## src/sv/btb_pkg.sv

```systemverilog
`timescale 1ns / 1ps
// btb_pkg: shared types and constants of the block transpose buffer
// no dependencies; imported by every module of the block but btb_ram

package btb_pkg;

  // fixed field widths
  localparam int CFG_W  = 7;
  localparam int BASE_W = 31;

  // defaults for the top level parameters
  localparam int DEF_MAX_DIM      = 80;
  localparam int DEF_ELEMENT_BITS = 64;

  // words that may sit between front and back
  localparam int QUEUE_DEPTH = 4;

  // command carried in tuser bit 0
  typedef enum logic {
    CMD_LOAD = 1'b0,
    CMD_READ = 1'b1
  } btb_cmd_t;

  // register index, taken from paddr bit 2
  typedef enum logic {
    REG_ROWS = 1'b0,
    REG_COLS = 1'b1
  } btb_reg_t;

  // side information that travels with each result word
  typedef struct packed {
    logic [BASE_W-1:0] base;
    logic              last;
    logic              batch;
  } btb_tag_t;

endpackage

```

## src/sv/btb_back.sv

```systemverilog
`timescale 1ns / 1ps
// btb_back: output register that drains the queue onto the master side
// depends on btb_pkg (btb_tag_t)

module btb_back #(
  parameter int VAL_W = 64
) (
  input  logic              clk,
  input  logic              rst,
  input  logic              q_valid,
  input  logic [VAL_W-1:0]  q_value,
  input  btb_pkg::btb_tag_t q_tag,
  output logic              pop,
  output logic              out_valid,
  input  logic              out_ready,
  output logic [VAL_W-1:0]  out_value,
  output btb_pkg::btb_tag_t out_tag
);
  import btb_pkg::*;

  // take the next word when the register is empty or being drained
  assign pop = q_valid && (!out_valid || out_ready);

  // output payload
  always_ff @(posedge clk) begin
    if (pop) begin
      out_value <= q_value;
      out_tag   <= q_tag;
    end
  end

  // output valid
  always_ff @(posedge clk) begin
    if (rst) begin
      out_valid <= 1'b0;
    end else if (pop) begin
      out_valid <= 1'b1;
    end else if (out_ready) begin
      out_valid <= 1'b0;
    end
  end

endmodule
```

## config.mk

```make
export PLATFORM = sky130hd
export DESIGN_NAME = btb_back
export DESIGN_NICKNAME = d
export VERILOG_FILES = /design/src/sv/btb_pkg.sv /design/src/sv/btb_back.sv
export SDC_FILE = /design/constraint.sdc
export NUM_CORES = 1
export LEC_CHECK = 0
export ABC_AREA = 1
export BUFFER_PORTS_ARGS = -buffer_cell sky130_fd_sc_hd__buf_4
export CELL_PAD_IN_SITES_DETAIL_PLACEMENT = 1
export CELL_PAD_IN_SITES_GLOBAL_PLACEMENT = 2
export CORE_ASPECT_RATIO = 2
export CORE_MARGIN = 2
export CORE_UTILIZATION = 30
export CTS_BUF_LIST = sky130_fd_sc_hd__clkbuf_8
export CTS_CLUSTER_DIAMETER = 100
export CTS_CLUSTER_SIZE = 20
export DETAILED_ROUTE_END_ITERATION = 10
export PLACE_DENSITY = 0.84
export SYNTH_ARGS = -nofsm -noshare
export SYNTH_HDL_FRONTEND = slang
export SYNTH_SLANG_ARGS = --single-unit
export TNS_END_PERCENT = 20
```

## constraint.sdc

```tcl
create_clock -name clk -period 23.9 [get_ports clk]
set_clock_uncertainty 0.15 [all_clocks]
set_input_delay 7.17 -clock clk [delete_from_list [all_inputs] [get_ports clk]]
set_output_delay 7.17 -clock clk [all_outputs]
set_load 0.02 [all_outputs]
```

Word-level counts from Yosys, hierarchy flattened
Cells that the tools add are included.
{"block": "op_classes", "n_mux": 2, "reduce_logical": 4}
{"operator": "2-to-1 mux 1 bit", "n": 2}
{"operator": "nonzero test 2 bit", "n": 1}
{"operator": "logical AND 1 bit", "n": 1}
{"operator": "logical NOT 1 bit", "n": 1}
{"operator": "logical OR 1 bit", "n": 1}
{"block": "word_totals", "register_bits": 98, "input_bits": 101, "out_inout_bits": 99, "wordCells": 11}

Depth between registers and ports, before layout
Gate-level depths: netlist of run 1.
{"block": "depth", "depth_word": 4, "mapped_depth": 3, "mapped_depth_nobuf": 3}

Least setup slack after synthesis of run 1
Ideal clock, no wire load.
{"block": "synth_path", "path_type": "input -> output", "startpoint": "input q_valid", "endpoint": "output pop", "arrival_ps": 12192, "slack_ps": 4388, "cell_stages": 2, "path_buffers": 0, "cell_sequence": "inv_1 -> a21oi_1"}
{"block": "synth_between", "elab_chain_cells": 1}
{"element": "start, declared", "line_no": "btb_back.sv:10", "rtl": "input logic q_valid,"}
{"element": "logical AND 1 bit", "line_no": "btb_back.sv:22", "rtl": "assign pop = q_valid && (!out_valid || out_ready);"}
{"element": "end, declared", "line_no": "btb_back.sv:13", "rtl": "output logic pop,"}
Every way passes these cells.

Worst setup path after layout of run 1
Ends and elaborated chain as after synthesis.

==> flow_metrics.env, run 1 <==
export IMPL_routabilityCongestion=0.800
export IMPL_place_hpwl_um=5870
export IMPL_pre_cts_slack_ns=8.35
export IMPL_fillers=976
export IMPL_drt_initial_drc_count=53
export IMPL_finalMaxSlewViolations=0
export IMPL_rows=51
export IMPL_layout_common_cells="201 x buf_4, 97 x edfxtp_1, 9 x clkbuf_8"
export IMPL_cp_required_ns=16.58
export IMPL_vias=1843
export IMPL_post_cts_resize_count=0
export IMPL_worst_slew_pin_slew_ns=0.619
export IMPL_clockBufferDepth=2
export IMPL_timing_final_crit_period_ns=15.53
export IMPL_post_synth_top_area_fraction_pct=98.4
export IMPL_yosysUniqueCellTypes=7
export IMPL_p_per_area_mw_per_mm2=74.2
export IMPL_gr_total_overflow=0
export IMPL_crit_type="input pin to primary output"
export IMPL_start_kind="input pin"
export IMPL_slew_headroom_pct=58.7
export IMPL_clock_latency_ns=0.35
export IMPL_cp_max_fo=50
export IMPL_cap_viol_max_count=0
export IMPL_p_leak_uw=0.00203
export IMPL_status="finished, final reports clean"
export IMPL_synth_top_area_cell="edfxtp_1"
export IMPL_synth_net_count=204
export IMPL_die_width_um=74.2
export IMPL_cts_tree="yes"
export IMPL_grt_pass1_wl_um=10700
export IMPL_clock_root_buffer="clkbuf_8"
export IMPL_synth_area_leaders="edfxtp_1 98%, dfxtp_1 0.68%, a21oi_2 0.30%, nand2_2 0.21%, a21oi_1 0.17%"
export IMPL_drc=0
export IMPL_hold_path_class="flip-flop to flip-flop"
export IMPL_initial_core_util_pct=30.5
export IMPL_clkSlewWorstSetupHoldPaths_ns=0.08
export IMPL_ys_ff_latch=98
export IMPL_yosysWarnings=0
export IMPL_period_share_pct=65.0
export IMPL_grt_pass1_vias=2127
export IMPL_design_core_area_mm2=0.00970
export IMPL_antenna_found_initial=0
export IMPL_vias_per_cell=4.08
export IMPL_endpoint_kind="primary output"
export IMPL_grt_max_degree=51
export IMPL_io_buffers=199
export IMPL_layout_commonest_cell="buf_4"
export IMPL_grt_use_total_pct=14.1
export IMPL_die_height_um=144
export IMPL_syn_area_mm2=0.00296
export IMPL_cp_arrival_ns=8.21
export IMPL_cts_max_level=3
export IMPL_dr_pass1_iters=4
export IMPL_area_growth_pct=64.0
export IMPL_peakVddDrop_uv=39.6
export IMPL_ant_nets=0
export IMPL_hold_viol=0
export IMPL_fmax_mhz=64.4
export IMPL_multi_input_area_um2=31.3
export IMPL_die_area_mm2=0.0107
export IMPL_insertedDiodeCount=0
export IMPL_synth_avg_cell_area_um2=28.7
export IMPL_cts_hold_buf=0
export IMPL_synth_seq_area_share_pct=99.1
export IMPL_final_core_util_pct=50.1
export IMPL_syn_inst=103
export IMPL_totalNegativeSetupSlack_ns=0
export IMPL_drive_gt1_share_pct=68.1
export IMPL_pin_count=200
export IMPL_wl_per_cell_um=16.9
export IMPL_finalSetupViolations=0
export IMPL_cts_buffers=9
export IMPL_total_power_uw=360
export IMPL_regArea_mm2=0.00293
export IMPL_rsz0062_at_grt="false"
export IMPL_final_nets=416
export IMPL_wirelength_um=7630
export IMPL_post_cts_buffers=0
export IMPL_setup_slack_ns=8.37
export IMPL_cts_sinks=98
[routing by layer]
layer  vias to the layer above  GRT usage (%)  routed length, µm
li1                        834              -                  -
met1                       874           12.2               2200
met2                       112           26.0               4490
met3                        23           4.88                635
met4                         0           8.93                297
met5                         -              0                  0
[synthesized netlist by cell type]
master	instances
dfxtp_1	1
inv_2	1
a21oi_2	1
edfxtp_1	97
inv_1	1
nand2_2	1
a21oi_1	1
[report_power, final]
group / switching [µW] / total (µW) / internal (µW)
clock network: 53.7 / 112 / 57.9
registers: 2.87 / 204 / 201
logic: 23.0 / 45.0 / 22.0
total: 79.5 / 360 / 281
[flip-flops by register name (all words and copies together) (netlist names)]
signal and flops:
out_value 64, out_valid 1, out_tag 33
[through the flow]
step                      hold slack, ns  instance area [µm²]  std cells
after floorplan                    0.396                 2960        103
after global placement             0.348                 4650        436
after detailed placement           0.384                 4650        436
after CTS                          0.398                 4860        452
after global routing               0.417                 4860        452
final                              0.389                 4860        452
[cell type report]
class,count,share of cell area (%)
timing repair buffer,201,31.1
clock buffer,9,2.55
sequential,98,60.4
tap,132,3.40
inverter,2,0.155
multi-input combinational,3,0.644
clock inverter,7,1.78
[worst max-delay path, cell delays in order]
cell and delay [ns]:
buf_4 0.08, inv_1 0.07, a21oi_4 0.10, buf_4 0.52, buf_4 0.25
[cell families after synthesis]
group                  share of synthesized area, %
buffers and inverters                         0.253
and+or+nand+nor                               0.211
DFF                                            99.1
AOI/OAI and AO/OA                             0.465
[worst paths after layout]
check                         start  cells after the start                       to  slack, ns
max                         q_valid                      5                      pop       8.37
min          out_valid$_SDFFE_PP0P_                      2   out_valid$_SDFFE_PP0P_       0.39
max reg2reg  out_valid$_SDFFE_PP0P_                      3  out_value[49]$_DFFE_PP_      21.72
min reg2reg  out_valid$_SDFFE_PP0P_                      2   out_valid$_SDFFE_PP0P_       0.39
No activity file was read; power rests on OpenSTA's default activity.
==> inputs of run 2 (changes only) <==
CORE_UTILIZATION = 25   (was 30)
PLACE_DENSITY = 0.75   (was 0.84)
clock period = 13 ns   (was 23.9 ns; I/O delays follow)
==> flow_metrics.env, run 2 (synthesis gave the netlist of run 1 again) <==
export IMPL_status="finished, final reports clean"
export IMPL_io_buffers=199
export IMPL_hold_ws_ns=0.377
export IMPL_dp_cells=449
export IMPL_ant_nets=0
export IMPL_design_core_area_mm2=0.0116
export IMPL_cts_max_level=3
export IMPL_cts_hold_buf=0
export IMPL_cp_required_ns=8.95
export IMPL_regToRegEndpoint="out_tag[23]$_DFFE_PP_"
export IMPL_crit_type="input pin to primary output"
export IMPL_rrSetupSlack_ns=10.72
export IMPL_die_height_um=158
export IMPL_clock_latency_ns=0.34
export IMPL_period_share_pct=64.8
export IMPL_totalNegativeSetupSlack_ns=0
export IMPL_cp_arrival_ns=4.37
export IMPL_wl_per_cell_um=18.1
export IMPL_hold_viol=0
export IMPL_grt_pass1_vias=1994
export IMPL_pin_count=200
export IMPL_hold_end="out_valid$_SDFFE_PP0P_"
export IMPL_p_leak_uw=0.00204
export IMPL_top_register="out_value"
export IMPL_wirelength_um=8400
export IMPL_post_cts_resize_count=0
export IMPL_area_growth_pct=64.8
export IMPL_gr_total_overflow=0
export IMPL_cts_tree="yes"
export IMPL_grt_max_degree=65
export IMPL_drt_initial_drc_count=65
export IMPL_dr_pass1_iters=4
export IMPL_final_nets=416
export IMPL_die_area_mm2=0.0128
export IMPL_layout_commonest_cell="buf_4"
export IMPL_timing_final_crit_period_ns=8.42
export IMPL_drc=0
export IMPL_cap_viol_max_count=0
export IMPL_layout_common_cells="201 x buf_4, 97 x edfxtp_1, 9 x clkbuf_8"
export IMPL_vias=1812
export IMPL_finalMaxSlewViolations=0
export IMPL_drive_gt1_share_pct=68.4
export IMPL_reg_largest_list="out_value x64, out_tag x33, out_valid x1"
export IMPL_post_cts_buffers=0
export IMPL_antenna_found_initial=0
export IMPL_endpoint_kind="primary output"
export IMPL_cp_max_fo=2
export IMPL_clock_root_buffer="clkbuf_8"
export IMPL_die_width_um=80.9
export IMPL_start_kind="input pin"
export IMPL_vias_per_cell=3.90
export IMPL_grt_use_total_pct=12.8
export IMPL_rows=56
export IMPL_hold_path_class="flip-flop to flip-flop"
export IMPL_r2r_start="out_valid$_SDFFE_PP0P_"
export IMPL_hold_path_startpoint="out_valid$_SDFFE_PP0P_"
export IMPL_finalSetupViolations=0
export IMPL_clockBufferDepth=2
export IMPL_cts_sinks=98
export IMPL_initial_core_util_pct=25.5
export IMPL_cts_buffers=9
export IMPL_slew_headroom_pct=46.2
export IMPL_routabilityCongestion=0.701
export IMPL_peakVddDrop_uv=55.6
export IMPL_fmax_mhz=119
export IMPL_worstHoldPathCells=2
export IMPL_insertedDiodeCount=0
export IMPL_largest_reg_flops=64
export IMPL_finalNonFillerCells=465
export IMPL_grt_pass1_wl_um=11300
export IMPL_place_hpwl_um=6590
export IMPL_rsz0062_at_grt="false"
export IMPL_p_per_area_mw_per_mm2=137
export IMPL_worst_slew_pin_slew_ns=0.807
export IMPL_clkSlewWorstSetupHoldPaths_ns=0.09
export IMPL_r2r_worst_path_cells=3
## run 2: cell type report
| class | count | area (µm²) |
|---|---|---|
| Sequential cell | 98 | 2930 |
| Tap cell | 145 | 181 |
| Clock buffer | 9 | 124 |
| Clock inverter | 7 | 93.8 |
| Inverter | 2 | 7.51 |
| Multi-Input combinational cell | 3 | 31.3 |
| Fill cell | 1206 | 6750 |
| Timing Repair Buffer | 201 | 1510 |
## run 2: worst max-delay path, stage by stage
cell	delay, ns
buf_4	0.07
inv_1	0.06
a21oi_4	0.16
buf_4	0.17
## run 2: power by group
part / leakage [µW] / switching (µW) / internal, µW / total, µW
logic: 0.000983 / 42.9 / 40.4 / 83.3
clock network: 0.000113 / 104 / 109 / 213
registers: 0.000947 / 5.51 / 369 / 375
## run 2: worst max-delay path by stage
stage | endpoint | depth (start not counted) | slack, ns | from
after floorplan | pop | 2 | 0.03 | q_valid
after global placement | pop | 4 | 4.56 | q_valid
after detailed placement | pop | 4 | 4.56 | q_valid
after CTS | pop | 4 | 4.56 | q_valid
after global routing | pop | 4 | 4.55 | q_valid
final | pop | 4 | 4.58 | q_valid
## run 2: routing by layer
metal / up-vias / track usage, % / wire length, µm
li1: 834 / - / -
met1: 877 / 11.9 / 2510
met2: 88 / 24.2 / 5150
met3: 13 / 3.82 / 529
met4: 0 / 6.62 / 212
met5: - / 0 / 0
## run 2: stage by stage
step	area (µm²)	power (µW)	util [%]	worst slack [ns]
floorplan	2960	414	-	0.0280
global placement	4660	464	40.1	4.56
detailed placement	4660	467	40.1	4.56
CTS	4880	682	42.0	4.56
global route	4880	699	42.0	4.55
finish	4880	671	42.0	4.58
