`src/sv/btb_pkg.sv`:
```
`timescale 1ns / 1ps
// btb_pkg: shared types and constants of the block transpose buffer
// no dependencies; imported by every module of the block but btb_ram

package btb_pkg;

  // fixed field widths
  localparam int CFG_W  = 7;
  localparam int BASE_W = 31;

  // defaults for the top level parameters
  localparam int DEF_MAX_DIM      = 80;
  localparam int DEF_ELEMENT_BITS = 64;

  // words that may sit between front and back
  localparam int QUEUE_DEPTH = 4;

  // command carried in tuser bit 0
  typedef enum logic {
    CMD_LOAD = 1'b0,
    CMD_READ = 1'b1
  } btb_cmd_t;

  // register index, taken from paddr bit 2
  typedef enum logic {
    REG_ROWS = 1'b0,
    REG_COLS = 1'b1
  } btb_reg_t;

  // side information that travels with each result word
  typedef struct packed {
    logic [BASE_W-1:0] base;
    logic              last;
    logic              batch;
  } btb_tag_t;

endpackage

```
`src/sv/btb_fifo.sv`:
```
`timescale 1ns / 1ps
// btb_fifo: short queue of result words between front and back
// depends on btb_pkg (btb_tag_t)

module btb_fifo #(
  parameter int VAL_W = 64,
  parameter int DEPTH = 4
) (
  input  logic                       clk,
  input  logic                       rst,
  input  logic                       push,
  input  logic [VAL_W-1:0]           push_value,
  input  btb_pkg::btb_tag_t          push_tag,
  input  logic                       pop,
  output logic                       q_valid,
  output logic [VAL_W-1:0]           q_value,
  output btb_pkg::btb_tag_t          q_tag,
  output logic [$clog2(DEPTH+1)-1:0] count
);
  import btb_pkg::*;

  localparam int PTR_W = (DEPTH > 1) ? $clog2(DEPTH) : 1;

  logic [VAL_W-1:0] value_mem [DEPTH];
  btb_tag_t         tag_mem   [DEPTH];
  logic [PTR_W-1:0] wr_ptr;
  logic [PTR_W-1:0] rd_ptr;
  logic             do_pop;

  assign q_valid = (count != '0);
  assign q_value = value_mem[rd_ptr];
  assign q_tag   = tag_mem[rd_ptr];
  assign do_pop  = pop && q_valid;

  // storage, no reset needed
  always_ff @(posedge clk) begin
    if (push) begin
      value_mem[wr_ptr] <= push_value;
      tag_mem[wr_ptr]   <= push_tag;
    end
  end

  // pointers and fill count
  always_ff @(posedge clk) begin
    if (rst) begin
      wr_ptr <= '0;
      rd_ptr <= '0;
      count  <= '0;
    end else begin
      if (push) begin
        wr_ptr <= (wr_ptr == PTR_W'(DEPTH - 1)) ? '0 : wr_ptr + 1'b1;
      end
      if (do_pop) begin
        rd_ptr <= (rd_ptr == PTR_W'(DEPTH - 1)) ? '0 : rd_ptr + 1'b1;
      end
      case ({push, do_pop})
        2'b10:   count <= count + 1'b1;
        2'b01:   count <= count - 1'b1;
        default: count <= count;
      endcase
    end
  end

endmodule

```
`config.mk`:
```
export PLATFORM = sky130hd
export DESIGN_NAME = btb_fifo
export DESIGN_NICKNAME = d
export VERILOG_FILES = /design/src/sv/btb_pkg.sv /design/src/sv/btb_fifo.sv
export SDC_FILE = /design/constraint.sdc
export NUM_CORES = 1
export LEC_CHECK = 0
export BUFFER_PORTS_ARGS = -buffer_cell sky130_fd_sc_hd__buf_4
export CAP_MARGIN = 20
export CORE_MARGIN = 3
export CORE_UTILIZATION = 51
export DETAILED_ROUTE_END_ITERATION = 6
export HOLD_SLACK_MARGIN = 0.12
export PLACE_DENSITY = 0.75
export RECOVER_POWER = 100
export SYNTH_ARGS = -nofsm -noshare
export SYNTH_HDL_FRONTEND = slang
export SYNTH_SLANG_ARGS = --single-unit
```
`constraint.sdc`:
```
create_clock -name clk -period 3.3 [get_ports clk]
set_input_delay 0.165 -clock clk [delete_from_list [all_inputs] [get_ports clk]]
set_output_delay 0.165 -clock clk [all_outputs]
set_load 0.01 [all_outputs]
```
---- Word level (Yosys, flattened, before mapping) ----
Memory sizes are Yosys's and may differ from the RTL's. A register that Yosys moved wholly into a read port is not among the register bits.
Cells that the tools add are included.
word-level totals
  logic and storage cells ................. 25
  register bits ........................... 7
  output and inout port bits .............. 101
  memories ................................ 2
  input port bits ......................... 101
  memory bits (writable) .................. 388
memory list
  memory     words  width  read ports  clocked after memory_dff  wr ports  line            text
  value_mem  4      64     1           1                         1         btb_fifo.sv:24  logic [VAL_W-1:0] value_mem [DEPTH];
  tag_mem    4      33     1           1                         1         btb_fifo.sv:25  btb_tag_t tag_mem [DEPTH];
operators by class
  equal/unequal tests ..................... 4
  reductions and logical operators ........ 3
  add/sub/neg operators ................... 4
  muxes and demuxes ....................... 9
operators with widths
  kind                                                                count
  2-bit 2-to-1 mux                                                    6
  2-bit == test, second input constant                                3
  3-bit case mux with 2 select lines                                  1
  2-bit by 1-bit adder with 2-bit output, second input constant       2
  3-bit by 1-bit adder with 3-bit output, second input constant       1
  3-bit nonzero test                                                  1
  3-bit by 1-bit subtractor with 3-bit output, second input constant  1
  2-bit by 1-bit == test with 1-bit output, second input constant     1
  1-bit 2-to-1 mux                                                    2
  2-bit nonzero test                                                  1
  1-bit logical AND                                                   1

---- Longest topological paths before layout ----
Gate-level depths: netlist (run 1).
  depth after elaboration ................. 4
  depth in mapped cells ................... 8
  gate-level depth less buffers ........... 8

---- Worst setup path before layout (run 1) ----
Ideal clock, no wire load.
  path kind ............................... register to register
  start point ............................. register wr_ptr[0]
  end point ............................... memory tag_mem[3][0] in the netlist's numbering, enable pin
  clock period less this slack ............ 3.257 ns
  stages on the path, launching flop included .. 3
  data arrival time ....................... 2.791 ns
  data required time ...................... 2.834 ns
  setup slack ............................. 0.043 ns
  path through ............................ dfxtp_1 ha_1 and2_1
RTL lines
  element                 line            text
  start, declared         btb_fifo.sv:26  logic [PTR_W-1:0] wr_ptr;
  start signal, assigned  btb_fifo.sv:51  wr_ptr <= (wr_ptr == PTR_W'(DEPTH - 1)) ? '0 : wr_ptr + 1'b1;
  end, declared           btb_fifo.sv:25
Straight into the memory's write port.

---- Final worst setup path (run 1) ----
  start point ............................. register wr_ptr[0]
  end point ............................... memory tag_mem[3][6] in the netlist's numbering, enable pin
Straight into the memory's write port.

==> flow_metrics.py, run 1 <==
metrics = {
    "run_status": {
        "outcome": "finished clean",
    },
    "power": {
        "p_int_mw": 9.35,
        "leakage_nw": 5.66,
        "ir_drop_v": 0.000488,
        "power_density_nw_per_um2": 684,
        "switching_share_pct": 23.9,
        "power_switching_mw": 2.94,
        "pwr-share-seq_pct": 47.8,
        "p_comb_share_pct": 16.4,
        "clkPwrFrac_pct": 35.7,
        "p_total_mw": 12.3,
    },
    "cts": {
        "cts_sinks": 397,
        "cts-resized-gates": 0,
        "cts.path.max_buffers": 3,
        "postCtsHoldBufs": 100,
        "cts_buffers": 39,
        "post_cts_buffers": 0,
        "clk_pin_slew_ns": 0.06,
        "cts_tree": "built",
        "cts-root-buf": "clkbuf_16",
        "htreeDepth": 2,
        "clk_latency_ns": 0.52,
    },
    "hold_path": {
        "min_path_type": "in2reg",
    },
    "synthesis": {
        "synth_cell_types": 20,
        "synthCells": 555,
        "yosys_warnings": 0,
        "syn_area_sq_um": 14400,
        "synth_top_area_share_pct": 80.7,
        "yosysMostFrequentCell": "edfxtp_1",
        "synth.area.top_cells": "edfxtp_1 81%, mux4_2 15%, dfxtp_1 1.2%",
        "synth_edf_count": 388,
        "ys_async_sr_fraction_pct": 0,
        "synth_fp_nets": 663,
        "ys_top_cells_by_count": "388 x edfxtp_1, 97 x mux4_2, 11 x buf_2",
        "yosys.area.top_type": "edfxtp_1",
        "avgSynthCellArea_sq_um": 26.0,
        "ys_seq_area_share_pct": 82.0,
        "synth_ff_type": "edfxtp_1",
        "yosys_register_bits": 397,
    },
    "routing": {
        "drt.antenna.violating_nets": 0,
        "post-route-drc-count": 0,
        "avgRoutedWirePerCell_um": 21.5,
        "drtPass1Iterations": 5,
        "vias": 6958,
        "drt_iter0_drc": 540,
        "routed_via_density": 5.40,
        "wl_mm": 27.7,
    },
    "timing": {
        "skew_ns": 0.00704,
        "relSlewSlack_pct": 10.5,
        "hold_viol": 0,
        "worst_pin_slew_ns": 1.34,
        "setup_violations": 0,
        "finalSetupTns_ns": 0,
        "rsz0062_at_grt": "no",
        "fmaxAchievable_ghz": 0.392,
        "fin_crit_sh_pct": 77.4,
        "fin_crit_ns": 2.55,
        "drv_slew": 0,
    },
    "global_route": {
        "grt_overflow_total": 0,
        "first_global_vias": 7605,
        "track_usage_pct": 18.4,
        "grt_start_max_net_pins": 60,
        "antenna_found_initial": 3,
        "grt_pass1_wl_mm": 43.3,
    },
    "placement": {
        "port_buffers": 201,
        "place_congestion": 0.735,
        "hpwl_mm": 16.1,
    },
    "floorplan": {
        "die_h_um": 174,
        "rows": 60,
        "coreArea_sq_um": 27400,
        "initial_core_util_pct": 52.7,
        "ios": 202,
        "die-area_sq_um": 30400,
        "die_width_um": 174,
    },
    "finish": {
        "fin_util_pct": 65.6,
        "drive_gt1_share_pct": 19.3,
        "nFillCells": 1905,
        "fin_nets": 992,
        "synthToLayoutAreaGrowth_pct": 24.5,
    },
    "critical_path": {
        "end_kind": "flip-flop",
        "start_kind": "flip-flop",
        "crit_required_ns": 3.47,
        "crit_fanout": 46,
        "critPathArrivalTime_ns": 2.72,
        "critPathKind": "reg2reg",
    },
    "job": {
        "cap_violations": 0,
    },
}
-- layer usage --
| layer | GRT usage, % | wire [um] | part of all wire, % |
|---|---|---|---|
| met3 | 4.35 | 1930 | 7.0 |
| met2 | 30.6 | 14000 | 51 |
| met5 | 0 | 12 | 0.043 |
| met4 | 5.29 | 481 | 1.7 |
| met1 | 24.8 | 11300 | 41 |
-- power by group through the flow --
| stage | Clock (mW) | Combinational [mW] | Sequential, mW |
|---|---|---|---|
| 6_report | 4.39 | 2.02 | 5.87 |
| 5_1_grt | 4.69 | 2.19 | 5.89 |
| 3_3_place_gp | 0 | 2.27 | 5.96 |
| 2_1_floorplan | 0 | 1.36 | 5.94 |
| 4_1_cts | 4.48 | 2.42 | 5.88 |
| 3_5_place_dp | 0 | 2.30 | 5.99 |
-- cell families (layout without fill, tap and decap cells) --
family                     Yosys count  in the layout  synth area share [%]
other                                0              2                     0
adders and majority gates            7              7                 0.659
and+or+nand+nor                     15             15                 0.537
buffers and inverters               29            388                  1.21
AOI/OAI and AO/OA                    6              6                 0.225
DFF                                397            397                  82.0
muxes                               99             99                  15.3
xor gates and xnor gates             2              2                 0.121
-- stage by stage --
stage               worst slack [ns]  cell area, sq um  std cells  hold slack [ns]
floorplan                     0.0426             14400        555            0.234
global placement                1.35             16400       1115            0.362
detailed placement              1.27             16400       1115            0.369
CTS                            0.773             18700       1286            0.363
global route                   0.548             18000       1288            0.447
finish                         0.747             18000       1288            0.439
-- registers in the layout (all words and copies together) (netlist names), named ones only --
register	cells
value_mem	256
rd_ptr	2
wr_ptr	2
count	3
tag_mem	132
-- critical path: stages, from the launching register on --
cell      delay, ns
dfxtp_1        0.40
ha_1           0.20
and2_2         1.05
clkbuf_2       0.55
-- path summary, 6_finish.rpt --
| path | from | end | slack, ns | cells after the start |
|---|---|---|---|---|
| setup / recovery | wr_ptr[0] | tag_mem[3][6] | 0.75 | 3 |
| hold / removal | push_tag[23] | tag_mem[3][23] | 0.44 | 2 |
| setup reg to reg | wr_ptr[0] | tag_mem[3][6] | 0.75 | 3 |
| hold reg to reg | rd_ptr[0] | flip-flop | 0.51 | 2 |
-- cells in the final DEF, fill, tap and decap left out --
cell type      count
clkinvlp_4         2
and2_2             3
o31ai_1            1
a21oi_1            4
nor3b_1            1
clkinv_4           1
clkbuf_4           2
bufinv_16          5
fa_1               1
dfxtp_4            1
or3_1              3
nand2_1            1
dlygate4sd3_1    100
inv_6              2
clkinv_2           5
xor2_1             2
o21ai_0            1
mux4_2            97
buf_12             5
clkinv_1           8
and2_4             1
clkbuf_16         40
inv_1              7
dfxtp_1            8
clkinv_8           1
edfxtp_1         388
diode_2            2
clkbuf_2           2
mux2i_1            2
clkbuf_1         199
buf_4              9
nor2_1             6
ha_1               6
-- layout make-up --
type	instances	area [sq um]	area share, %
multi-input cells	129	2430	13.5
inverters	7	26.3	0.146
flip-flops and latches	397	11800	65.9
clock buffers	47	1030	5.72
well taps	372	465	2.59
diodes	2	5.00	0.0279
clock inverters	24	263	1.46
repair buffers	310	1910	10.7
Note: power is estimated with default switching activity, not from simulation.
==> run 2, diff against run 1 <==
--- a/config.mk
+++ b/config.mk
@@ -8,10 +8,10 @@
 export BUFFER_PORTS_ARGS = -buffer_cell sky130_fd_sc_hd__buf_4
 export CAP_MARGIN = 20
 export CORE_MARGIN = 3
-export CORE_UTILIZATION = 51
+export CORE_UTILIZATION = 57
 export DETAILED_ROUTE_END_ITERATION = 6
 export HOLD_SLACK_MARGIN = 0.12
-export PLACE_DENSITY = 0.75
+export PLACE_DENSITY = 0.79
 export RECOVER_POWER = 100
 export SYNTH_ARGS = -nofsm -noshare
 export SYNTH_HDL_FRONTEND = slang
==> constraint.sdc (replaced) <==
create_clock -name clk -period 2.35 [get_ports clk]
set_input_delay 0.1175 -clock clk [delete_from_list [all_inputs] [get_ports clk]]
set_output_delay 0.1175 -clock clk [all_outputs]
set_load 0.01 [all_outputs]
==> flow_metrics.py, run 2 (synthesized netlist as in run 1, its figures left out) <==
metrics = {
    "run_status": {
        "outcome": "finished clean",
    },
    "routing": {
        "wl_mm": 29.0,
        "drt.antenna.violating_nets": 0,
        "drt_iter0_drc": 591,
        "avgRoutedWirePerCell_um": 23.3,
        "drtPass1Iterations": 5,
        "routed_via_density": 5.65,
        "post-route-drc-count": 0,
        "vias": 7036,
    },
    "finish": {
        "reg.largest.list": "value_mem (256), tag_mem (132), count (3)",
        "synthToLayoutAreaGrowth_pct": 23.7,
        "drive_gt1_share_pct": 20.2,
        "largest_reg_flops": 256,
        "layout_commonest_cell": "edfxtp_1",
        "diodes": 0,
        "regMostFlops": "value_mem",
        "fin_nets": 1006,
        "mostFrequentLayoutCells": "388 x edfxtp_1, 196 x clkbuf_1, 101 x dlygate4sd3_1",
        "fin_area_sq_um": 17900,
    },
    "global_route": {
        "antenna_found_initial": 1,
        "grt_overflow_total": 0,
        "track_usage_pct": 22.1,
        "grt_pass1_wl_mm": 44.7,
        "first_global_vias": 7754,
        "grt_start_max_net_pins": 46,
    },
    "timing": {
        "relSlewSlack_pct": 48.1,
        "worst_pin_slew_ns": 0.779,
        "fmaxAchievable_ghz": 0.461,
        "fin_crit_ns": 2.17,
        "skew_ns": 0.0107,
        "setup_violations": 0,
        "hold_slack_ns": 0.397,
        "hold_viol": 0,
        "drv_slew": 0,
        "finalSetupTns_ns": 0,
        "fin_crit_sh_pct": 92.3,
        "rsz0062_at_grt": "no",
    },
    "power": {
        "p_comb_share_pct": 17.5,
        "pwr-share-seq_pct": 49.3,
        "clkPwrFrac_pct": 33.2,
        "switching_share_pct": 24.3,
        "power_density_nw_per_um2": 937,
        "power_switching_mw": 4.06,
        "leakage_nw": 5.68,
        "ir_drop_v": 0.000957,
        "p_int_mw": 12.7,
    },
    "floorplan": {
        "die_width_um": 165,
        "ios": 202,
        "die-area_sq_um": 27300,
        "initial_core_util_pct": 58.7,
        "rows": 57,
        "die_h_um": 165,
        "coreArea_sq_um": 24600,
    },
    "cts": {
        "cts_tree": "built",
        "clk_pin_slew_ns": 0.06,
        "htreeDepth": 2,
        "cts-resized-gates": 0,
        "clk_latency_ns": 0.51,
        "cts_buffers": 39,
        "cts_sinks": 397,
        "cts-root-buf": "clkbuf_16",
        "cts.path.max_buffers": 3,
        "post_cts_buffers": 0,
    },
    "job": {
        "cap_violations": 0,
    },
    "critical_path": {
        "cp.buffers_inverters": 2,
        "slowest_stage": "clkbuf_4",
        "crit_chain": "inv_1 > ha_1 > and2_2 > clkbuf_4",
        "reg2reg_slack_ns": 0.18,
        "start_kind": "flip-flop",
        "crit_required_ns": 2.49,
        "crit_fanout": 30,
        "cpPeakStageDelay_ns": 0.60,
        "crit_family": "buffers and inverters",
        "critPathKind": "reg2reg",
        "critPathArrivalTime_ns": 2.31,
        "end_kind": "flip-flop",
    },
    "placement": {
        "hpwl_mm": 16.8,
        "dpl-instance-area_sq_um": 16600,
        "place_congestion": 0.712,
        "port_buffers": 201,
    },
    "hold_path": {
        "min_path_type": "in2reg",
    },
}
## run 2: metrics by stage
stage	std cells	utilization [%]	power [mW]	setup slack, ns
detailed placement	1080	67.3	11.7	0.308
CTS	1246	76.0	17.4	0.123
global route	1246	72.6	17.4	0.0461
finish	1246	72.6	16.7	0.181
global placement	1080	67.3	11.6	0.470
floorplan	555	-	10.2	0.157
## run 2: repair_timing
action | 4_1_cts | 5_1_grt
endpoints found under the hold margin | 397 | 0
hold buffers | 101 | 0
setup endpoints to repair | 0 | 0
## run 2: layer usage
| metal | routed length (um) | track usage, % |
|---|---|---|
| met2 | 15200 | 37.5 |
| met5 | 7 | 0 |
| met1 | 11000 | 28.8 |
| met3 | 2190 | 5.19 |
| met4 | 656 | 6.71 |
## run 2: worst register-to-register path: stages (launching register included)
cell	delay (ns)
dfxtp_1	0.35
inv_1	0.11
ha_1	0.14
and2_2	0.58
clkbuf_4	0.60
## run 2: power by group through the flow
stage	sequential [mW]	clock, mW	combinational [mW]
4_1_cts	8.25	5.64	3.50
3_5_place_dp	8.40	0	3.33
5_1_grt	8.27	5.93	3.18
2_1_floorplan	8.33	0	1.91
3_3_place_gp	8.37	0	3.26
6_report	8.25	5.56	2.92
## run 2: layout make-up
type,count,area (sq um)
sequential,397,11800
fill,1519,6750
multi-input combinational,129,2430
timing repair buffer,324,2020
clock buffer,49,1060
tap,324,405
clock inverter,16,75.1
inverter,7,26.3
## run 2: worst paths after layout
| path | from | end | cells past startpoint |
|---|---|---|---|
| max reg2reg | wr_ptr[0] | tag_mem[2][14] | 4 |
| max | wr_ptr[0] | tag_mem[2][14] | 4 |
| min | rst | wr_ptr[0] | 3 |
| min reg2reg | rd_ptr[0] | flip-flop | 2 |
==> run 3, diff against run 2 <==
--- a/config.mk
+++ b/config.mk
@@ -5,10 +5,12 @@
 export SDC_FILE = /design/constraint.sdc
 export NUM_CORES = 1
 export LEC_CHECK = 0
+export ABC_AREA = 1
 export BUFFER_PORTS_ARGS = -buffer_cell sky130_fd_sc_hd__buf_4
 export CAP_MARGIN = 20
 export CORE_MARGIN = 3
 export CORE_UTILIZATION = 57
+export CTS_CLUSTER_SIZE = 16
 export DETAILED_ROUTE_END_ITERATION = 6
 export HOLD_SLACK_MARGIN = 0.12
 export PLACE_DENSITY = 0.79
==> flow_metrics.py, run 3 <==
metrics = {
    "finish": {
        "synthToLayoutAreaGrowth_pct": 23.0,
        "largest_reg_flops": 256,
        "fin_nets": 1414,
        "reg.largest.list": "value_mem (256), tag_mem (132), count (3)",
        "regMostFlops": "value_mem",
        "mostFrequentLayoutCells": "388 x edfxtp_1, 198 x nor2_1, 189 x clkbuf_1",
        "nFillCells": 1756,
        "fin_util_pct": 71.8,
        "layout_commonest_cell": "edfxtp_1",
        "drive_gt1_share_pct": 8.70,
        "fin_area_sq_um": 18200,
    },
    "placement": {
        "pre_cts_ws_ns": 0.516,
        "dpl-instance-area_sq_um": 16800,
        "port_buffers": 201,
        "place_congestion": 0.754,
        "hpwl_mm": 19.1,
    },
    "routing": {
        "post-route-drc-count": 0,
        "avgRoutedWirePerCell_um": 20.6,
        "routed_via_density": 5.75,
        "drt_iter0_drc": 1036,
        "drtPass1Iterations": 5,
        "wl_mm": 34.3,
        "vias": 9584,
        "drt.antenna.violating_nets": 0,
    },
    "power": {
        "power_density_nw_per_um2": 997,
        "p_total_mw": 18.2,
        "ir_drop_v": 0.000876,
        "leakage_nw": 6.08,
    },
    "floorplan": {
        "coreArea_sq_um": 25400,
        "rows": 58,
        "initial_core_util_pct": 58.3,
        "ios": 202,
        "die-area_sq_um": 28000,
        "die_width_um": 167,
        "die_h_um": 167,
    },
    "critical_path": {
        "crit_chain": "inv_6 > buf_12 > o21ai_0 > o22ai_1 > buf_4",
        "start_kind": "flip-flop",
        "slowest_stage": "dfxtp_4",
        "cpPeakStageDelay_ns": 0.37,
        "critPathArrivalTime_ns": 2.09,
        "cp.buffers_inverters": 3,
        "end_kind": "primary output",
        "critPathKind": "reg2out",
        "crit_required_ns": 2.23,
        "crit_family": "buffers and inverters",
        "crit_fanout": 71,
    },
    "hold_path": {
        "min_path_type": "in2reg",
    },
    "synthesis": {
        "yosys.area.top_type": "edfxtp_1",
        "ys_seq_area_share_pct": 79.9,
        "synthCells": 1000,
        "ys_top_cells_by_count": "388 x edfxtp_1, 198 x nor2_1, 134 x o21ai_0",
        "yosys_warnings": 0,
        "yosysMostFrequentCell": "edfxtp_1",
        "synth_edf_count": 388,
        "synth_top_area_share_pct": 78.6,
        "synth_ff_type": "edfxtp_1",
        "ys_async_sr_fraction_pct": 0,
        "synth_cell_types": 22,
        "synth.area.top_cells": "edfxtp_1 79%, nor2_1 5.0%, o21ai_0 4.5%",
        "syn_area_sq_um": 14800,
        "synth_fp_nets": 1108,
        "yosys_register_bits": 397,
        "avgSynthCellArea_sq_um": 14.8,
    },
    "timing": {
        "rsz0062_at_grt": "no",
        "worst_pin_slew_ns": 1.22,
        "setup_violations": 0,
        "fin_crit_sh_pct": 93.9,
        "drv_slew": 0,
        "fmaxAchievable_ghz": 0.453,
        "worst_slack_ns": 0.143,
        "hold_viol": 0,
        "fin_crit_ns": 2.21,
        "hold_slack_ns": 0.411,
        "skew_ns": 0.0264,
        "relSlewSlack_pct": 18.6,
    },
    "cts": {
        "cts_tree": "built",
        "cts.path.max_buffers": 3,
        "clk_pin_slew_ns": 0.06,
        "cts_sinks": 397,
        "clk_latency_ns": 0.52,
        "cts-root-buf": "clkbuf_16",
        "cts_buffers": 39,
        "htreeDepth": 2,
        "post_cts_buffers": 0,
    },
    "global_route": {
        "track_usage_pct": 23.9,
        "first_global_vias": 9593,
        "antenna_found_initial": 3,
        "grt_start_max_net_pins": 98,
        "grt_pass1_wl_mm": 52.7,
        "grt_overflow_total": 0,
    },
    "run_status": {
        "outcome": "finished clean",
    },
    "job": {
        "cap_violations": 0,
    },
}
-- run 3: worst paths after layout --
| path | cells past startpoint | start | to | slack [ns] |
|---|---|---|---|---|
| worst max-delay path | 5 | flip-flop | q_value[63] | 0.14 |
| worst max register to register | 4 | wr_ptr[0] | value_mem[3][22] | 0.15 |
| worst min-delay path | 2 | push_value[8] | value_mem[3][8] | 0.41 |
| worst min register to register | 2 | wr_ptr[1] | wr_ptr[1] | 0.49 |
-- run 3: final cells by class --
type | instances | area [sq um] | area share (%)
diodes | 3 | 7.51 | 0.0412
clock buffers | 53 | 1050 | 5.76
clock inverters | 16 | 164 | 0.899
inverters | 18 | 77.6 | 0.426
multi-input cells | 523 | 2550 | 14.0
flip-flops and latches | 397 | 11800 | 64.9
well taps | 330 | 413 | 2.27
repair buffers | 327 | 2130 | 11.7
-- run 3: what timing repair did --
item | in CTS | in global routing
endpoints found under the setup margin | 0 | 6
hold buffers | 101 | 0
endpoints found under the hold margin | 397 | 0
resized for setup | 0 | 3
-- run 3: layer usage --
metal | wire, um | track usage (%)
met1 | 13300 | 31.9
met2 | 17100 | 39.9
met3 | 3040 | 5.48
met4 | 864 | 7.51
met5 | 0 | 0
-- run 3: cell families (layout without fill, tap and decap cells) --
group                    count (synthesis)  in the layout  share of synthesized area, %
buffers and inverters                   80            414                          2.99
adder cells (fa/ha/maj)                  7              7                         0.642
AND/OR/NAND/NOR                        216            216                          5.57
AO/OA/AOI/OAI                          300            300                          11.0
flip-flops                             397            397                          79.9
other                                    0              3                             0
-- run 3: report_power, final --
| part | leakage, nW | switching [mW] | internal [mW] |
|---|---|---|---|
| clock | 0.593 | 2.46 | 3.47 |
| sequential | 3.64 | 0.101 | 8.12 |
| combinational | 1.85 | 2.68 | 1.34 |
-- run 3: metrics by stage --
stage,setup TNS [ns],cells
2_1_floorplan,-29.54,1000
3_3_place_gp,0,1494
3_5_place_dp,0,1494
4_1_cts,0,1664
5_1_grt,0,1667
6_report,0,1667
